**config.mk**
```make
export PLATFORM = sky130hd
export DESIGN_NAME = gra_cell
export DESIGN_NICKNAME = d
export VERILOG_FILES = /design/src/hw/rtl/gra_pkg.sv /design/src/hw/rtl/gra_cell.sv
export SDC_FILE = /design/constraint.sdc
export NUM_CORES = 1
export LEC_CHECK = 0
export BUFFER_PORTS_ARGS = -buffer_cell sky130_fd_sc_hd__buf_2
export CORE_ASPECT_RATIO = 0.75
export CORE_MARGIN = 3
export CORE_UTILIZATION = 56
export CTS_BUF_LIST = sky130_fd_sc_hd__clkbuf_4 sky130_fd_sc_hd__clkbuf_8
export CTS_CLUSTER_SIZE = 20
export DETAILED_ROUTE_END_ITERATION = 8
export PLACE_DENSITY = 0.83
export SYNTH_ARGS = -nofsm -noshare
export SYNTH_HDL_FRONTEND = slang
export SYNTH_SLANG_ARGS = --single-unit
export TNS_END_PERCENT = 10
```
**constraint.sdc**
```tcl
create_clock -name clk -period 9.61 [get_ports clk]
set_input_delay 1.4415 -clock clk [delete_from_list [all_inputs] [get_ports clk]]
set_output_delay 1.4415 -clock clk [all_outputs]
set_load 0.005 [all_outputs]
```
**src/hw/rtl/gra_pkg.sv**
```systemverilog
// ============================================================================
// gra_pkg: shared types and constants of the guillotine rectangle allocator
// Holds the cell count, rectangle and token records, and the result codes.
// ============================================================================
package gra_pkg;

    localparam int MAX_FREE = 64;
    localparam int IDXW     = $clog2(MAX_FREE);
    localparam int CNTW     = $clog2(MAX_FREE + 1);
    localparam int CW       = 15;
    localparam int AW       = 2 * CW;
    localparam int PW       = 14;
    localparam int TAGW     = 16;
    localparam int STW      = 3;

    localparam logic [CW-1:0] SIDE_MAX   = 15'd16384;
    localparam logic [CW-1:0] SIDE_RESET = 15'd1024;

    localparam logic [STW-1:0] ST_PLACED  = 3'd0;
    localparam logic [STW-1:0] ST_NOFIT   = 3'd1;
    localparam logic [STW-1:0] ST_TOOBIG  = 3'd2;
    localparam logic [STW-1:0] ST_LOST    = 3'd3;
    localparam logic [STW-1:0] ST_CLEARED = 3'd4;

    localparam logic CMD_CLEAR = 1'b0;

    typedef struct packed {
        logic [CW-1:0] x0;
        logic [CW-1:0] y0;
        logic [CW-1:0] x1;
        logic [CW-1:0] y1;
    } rect_t;

    typedef enum logic [2:0] {
        OP_NOP,
        OP_CLR,
        OP_SET,
        OP_APP,
        OP_DEL
    } op_t;

    typedef struct packed {
        op_t            op;
        logic [IDXW-1:0] idx;
        rect_t          rect;
        logic [CW-1:0]  req_w;
        logic [CW-1:0]  req_h;
    } ctl_t;

    typedef struct packed {
        logic            valid;
        logic            found;
        logic [AW-1:0]   area;
        logic [IDXW-1:0] idx;
        rect_t           rect;
    } tok_t;

endpackage

```
**src/hw/rtl/gra_cell.sv**
```systemverilog
// ============================================================================
// gra_cell: one slot of the free list
// Holds one free rectangle, checks the passing search token against it and
// takes its neighbor's entry when an entry at or below its index is removed.
// ============================================================================
module gra_cell (
    input  logic                    clk,
    input  logic                    rst_n,
    input  logic [gra_pkg::IDXW-1:0] cell_idx,
    input  gra_pkg::ctl_t           ctl,
    input  gra_pkg::rect_t          nbr_rect,
    input  logic                    nbr_valid,
    input  gra_pkg::tok_t           tok_in,
    output gra_pkg::tok_t           tok_out,
    output gra_pkg::rect_t          rect,
    output logic                    valid
);
    import gra_pkg::*;

    rect_t         rect_reg, rect_next;
    logic          valid_reg, valid_next;
    logic [AW-1:0] area_reg;
    tok_t          tok_reg, tok_next;
    logic [CW-1:0] w, h;
    logic          hit, shift;

    assign w     = rect_reg.x1 - rect_reg.x0;
    assign h     = rect_reg.y1 - rect_reg.y0;
    assign hit   = (cell_idx == ctl.idx);
    assign shift = (cell_idx >= ctl.idx);

    always_comb
    begin
        rect_next  = rect_reg;
        valid_next = valid_reg;
        case (ctl.op)
            OP_CLR:
            begin
                valid_next = (cell_idx == '0);
                rect_next  = ctl.rect;
            end
            OP_SET:
            begin
                if (hit)
                    rect_next = ctl.rect;
            end
            OP_APP:
            begin
                if (hit)
                begin
                    rect_next  = ctl.rect;
                    valid_next = 1'b1;
                end
            end
            OP_DEL:
            begin
                if (shift)
                begin
                    rect_next  = nbr_rect;
                    valid_next = nbr_valid;
                end
            end
            default:
            begin
                rect_next = rect_reg;
            end
        endcase
    end

    // take the token over when this entry fits and beats the best so far
    always_comb
    begin
        tok_next = tok_in;
        if (tok_in.valid && valid_reg && (w >= ctl.req_w) && (h >= ctl.req_h) &&
            (!tok_in.found || (area_reg < tok_in.area)))
        begin
            tok_next.found = 1'b1;
            tok_next.area  = area_reg;
            tok_next.idx   = cell_idx;
            tok_next.rect  = rect_reg;
        end
    end

    always_ff @(posedge clk or negedge rst_n)
    begin
        if (!rst_n)
        begin
            valid_reg <= 1'b0;
            tok_reg   <= '0;
        end
        else
        begin
            valid_reg <= valid_next;
            tok_reg   <= tok_next;
        end
    end

    always_ff @(posedge clk)
    begin
        rect_reg <= rect_next;
        area_reg <= AW'(w) * AW'(h);
    end

    assign tok_out = tok_reg;
    assign rect    = rect_reg;
    assign valid   = valid_reg;

endmodule

```
-- Word level (Yosys, flattened, before mapping)
Index checks and enable logic that the tools add are counted.
- $mul: 1
- add/sub/neg operators: 2
- equal/unequal tests: 8
- multiplexer cells: 7
- $lt $le $gt $ge: 4
- reduce and logical (&&, ||, !) cells: 12
- operators by type and width (kind ; number):
    $pmux 60 s3 ; 1
    $mux 60 ; 2
    $mux 97 ; 1
    $ge 15x15->1 ; 2
    $lt 30x30->1 ; 1
    $mul 15x15->30 ; 1
    $sub 15x15->15 ; 2
    $eq 3x2->1 const B ; 2
    $eq 6x6->1 ; 1
    $ge 6x6->1 ; 1
    $logic_not 6->1 ; 1
    $reduce_and 3->1 ; 2
    $reduce_bool 3->1 ; 2
    $logic_and 1x1->1 ; 4
    $ne 2x2->1 const B ; 2
    $eq 3x1->1 const B ; 1
    $eq 3x3->1 const B ; 1
    $pmux 1 s3 ; 1
    $mux 1 ; 2
    $ne 2x1->1 const B ; 1
    $reduce_or 2->1 ; 1
    $logic_not 1->1 ; 1
    $logic_or 1x1->1 ; 1
- output and inout bits: 159
- word-level logic and storage cells: 48
- bits of input ports: 266
- register bits: 189

-- Depth between registers and ports, before layout
- word-level depth: 6
- depth in mapped cells: 31
- gate-level depth less buffers: 30

-- Worst setup path after synthesis
No wires, ideal clock.
- kind: register to register
- start: reg rect_reg, in the netlist rect[15]
- end: reg area_reg[27]
- arrival time: 7.094 ns
- buffers on the path: 0
- stages on the path, launching flop included: 29
- setup time: 0.072 ns
- setup slack: 2.444 ns
- cell sequence: edfxtp_1 > inv_1 > ha_1 > fa_1 > nor2b_1 > o31a_1 > or2_1 > a41o_1 > a2111o_1 > o211ai_2 > nor2_1 > fa_1 > inv_1 > fa_1 > inv_1 > fa_1 > fa_1 > fa_1 > inv_1 > fa_1 > inv_1 > ha_1 > nand2_1 > nor2_1 > a21boi_0 > o41ai_1 > a21oi_1 > a221oi_1 > xnor2_1
- cells in the longest elaborated chain, start to end: 2
- ends and longest elaborated chain (what ; RTL line ; text):
    start, declared ; gra_cell.sv:20 ; rect_t rect_reg, rect_next;
    start signal, assigned ; gra_cell.sv:100 ; rect_reg <= rect_next;
    $sub 15x15->15 ; gra_cell.sv:27 ; assign w = rect_reg.x1 - rect_reg.x0;
    $mul 15x15->30 ; gra_cell.sv:101 ; area_reg <= AW'(w) * AW'(h);
    end signal, assigned ; gra_cell.sv:101 ;
    end, declared ; gra_cell.sv:22 ; logic [AW-1:0] area_reg;
No other way between the ends.
A chain may end at the register's enable or synchronous reset.

-- Worst setup path after layout
- start: reg rect_reg, in the netlist rect[46]
- end: reg area_reg[27]
The elaborated chain is that of the path after synthesis.

==> metrics.md <==
| Metric | Value |
|---|---|
| Status | `completed` |
| Final net count | `2714` |
| Multiplexer share of the synthesized area | `10.42%` |
| Post-Route WL | `49.60 mm` |
| Synth area leader | `fa_1` |
| Share of layout cells above drive strength 1 | `30.97%` |
| R2r worst-path depth | `27` |
| Remaining global-route overflow | `0` |
| Post-synth top area share | `19.71%` |
| Chip height | `157.6 um` |
| Crit. End Element | `flop` |
| CP arrival | `8.66 ns` |
| Area occupied by multi-input gates | `11030 um2` |
| FFs w/ async S/R, synth | `52.38%` |
| Register bit total from synthesis | `189` |
| PostCTS Resize Cnt | `0` |
| Largest net degree at the start of global routing | `97` |
| CTS tree | `done` |
| Critical path startpoint | `rect[46]` |
| Max Transition Viols Final | `0` |
| CP most frequent cell | `fa_1` |
| Layout Area Growth over Synthesis | `17.71%` |
| Clk_lat worst skew | `0.52 ns` |
| Post-route setup TNS | `0 ns` |
| Seq. cell area | `4880 um2` |
| Clock-pin slew on the worst setup and hold paths | `0.10 ns` |
| Hpwl dp | `40.72 mm` |
| Synth area leaders | `fa_1, dfrtp_1, ha_1, edfxtp_1, mux2_2` |
| First-pass detailed-route iteration total | `5` |
| CTS Buffer Depth | `2` |
| Tightest Pin Transition | `1.089 ns` |
| Synth Instances | `1671` |
| Synth warn | `0` |
| Number of antenna-violating nets in the routed design | `0` |
| Vias per cell | `5.446` |
| Final Core Density | `68.27%` |
| Reg2reg start | `rect[46]` |
| Number of buffers created by CTS | `17` |
| Number of enable flip-flop cells after synthesis | `60` |
| Compound-gate portion of the synthesized area | `7.880%` |
| Die area | `32810 um2` |
| RR Endpoint | `area_reg[27]` |
| Slowest-stage cell, CP | `fa_1` |
| Largest family of logic cells by synthesized area | `adder cells` |
| Vias in the first global route | `14020` |
| DR DRC count | `0` |
| RSZ-0062 raised after global routing | `no` |
| Cts hold-fix bufs | `0` |
| Initial antenna violation count | `2` |
| Hold Fails Final Rpt | `0` |
| MaxCap Viol Count | `0` |
| First-pass GRT wire length | `76.67 mm` |
| 1st-iter DRT viols | `772` |
| Max reg flops | `98` |
| Worst Path Required | `10.04 ns` |
| CORE AREA | `29590 um2` |
| GRT Total Usage | `29.99%` |
| CP Launch Type | `flop` |
| Worst R2R Setup Slack | `1.37 ns` |
| Clock Skew | `0.01782 ns` |
| Seq/Total Area, Yosys | `28.43%` |
| Final setup violation count | `0` |
| Syn_nets | `2293` |
| CP Class | `reg2reg` |
| Post-synthesis xor/xnor area fraction | `2.610%` |
| Number of cell rows | `54` |
| Post-Synth Simple-Gate Area | `9.892%` |
| Fill cells | `2358` |
| Max incr delay on CP | `0.62 ns` |
| Routed len/inst | `19.85 um` |
| I/O pin count | `425` |
| Synth top cells by count | `inv_1, ha_1, fa_1` |
| Postcts setup bufs | `0` |
| Most common cell in the netlist | `inv_1` |
| Hold path endpoint | `tok_out[66]` |
| Critical Path Fanout Max | `16` |
| Port Buf Inserts | `424` |
| Min cycle time layout | `8.236 ns` |
| Main synth FF type | `dfrtp_1` |
| Gpl congestion | `0.9621` |
| Via Count | `13610` |
| Count of different cell masters after synthesis | `72` |
| Period utilization | `85.70%` |
| Total clock sinks | `189` |
| Die X | `208.2 um` |
| HP Class | `reg2reg` |
| Syn avg cell area | `10.27 um2` |
| Root Buffer Master | `clkbuf_8` |
| Initial Util | `58.00%` |
| Fmax | `0.1214 GHz` |
| Hold path depth | `1` |
| Worst hold start | `area_reg[0]` |
| H-Tree Depth | `4` |
| Cell Area, Synth | `17160 um2` |
| Slew HR | `26.85%` |
| Adder-Cell Fraction of Synth Area | `33.34%` |
-- worst max path at each step --
stage / depth (start not counted) / end / slack [ns]
global route: 26 / area_reg[27] / 0.88
CTS: 26 / area_reg[27] / 1.43
detailed placement: 27 / area_reg[27] / 1.44
global placement: 24 / area_reg[27] / 1.76
finish: 27 / area_reg[27] / 1.37
floorplan: 28 / area_reg[27] / 2.44
-- final cells by class --
class | count | share of cell area, %
Antenna cell | 1 | 0.01239
Clock buffer | 21 | 1.338
Clock inverter | 11 | 0.7617
Inverter | 291 | 5.431
Multi-Input combinational cell | 1150 | 54.60
Sequential cell | 189 | 24.15
Tap cell | 392 | 2.428
Timing Repair Buffer | 443 | 11.28
-- stage by stage --
step                worst slack, ns  cell area, um2  cells  hold WS [ns]
global route                 0.8756           20200   2498        0.5155
CTS                           1.427           20200   2497        0.4899
detailed placement            1.441           19780   2465        0.4688
global placement              1.756           19780   2465        0.4616
floorplan                     2.444           17160   1671        0.4533
finish                        1.374           20200   2498        0.4850
-- critical path, delay by kind of cell (launching register included) --
| kind | cells | cell delay (ns) |
|---|---|---|
| adder cells (fa/ha/maj) | 8 | 3.70 |
| AO/OA/AOI/OAI | 8 | 2.61 |
| XOR/XNOR | 1 | 0.17 |
| flip-flops | 1 | 0.47 |
| AND/OR/NAND/NOR | 5 | 0.87 |
| buffers and inverters | 5 | 0.32 |
-- cells by family after synthesis --
| logic type | count (synthesis) |
|---|---|
| multiplexers | 159 |
| buffers and inverters | 332 |
| XOR/XNOR | 46 |
| flip-flops | 189 |
| AND/OR/NAND/NOR | 378 |
| AO/OA/AOI/OAI | 211 |
| adder cells (fa/ha/maj) | 356 |
-- layout by cell type, fill, tap and decap left out, types with 22 or more instances in the layout --
cell type,n
mux2_2,156
ha_1,187
buf_2,423
inv_1,276
xnor2_1,25
a21o_1,27
a21oi_1,69
o21ai_0,41
fa_1,169
nand2_1,149
dfrtp_1,99
edfxtp_1,60
nand2b_1,22
nor2_1,120
dfxtp_1,30
-- layer usage --
layer,track usage [%],wire [um]
met3,8.221,4250
met4,7.379,817
met5,0,13
met1,39.32,20250
met2,50.27,24270
Power is not shown: default switching activity piles up to over one toggle a cycle in this logic, so the estimate is an artifact.
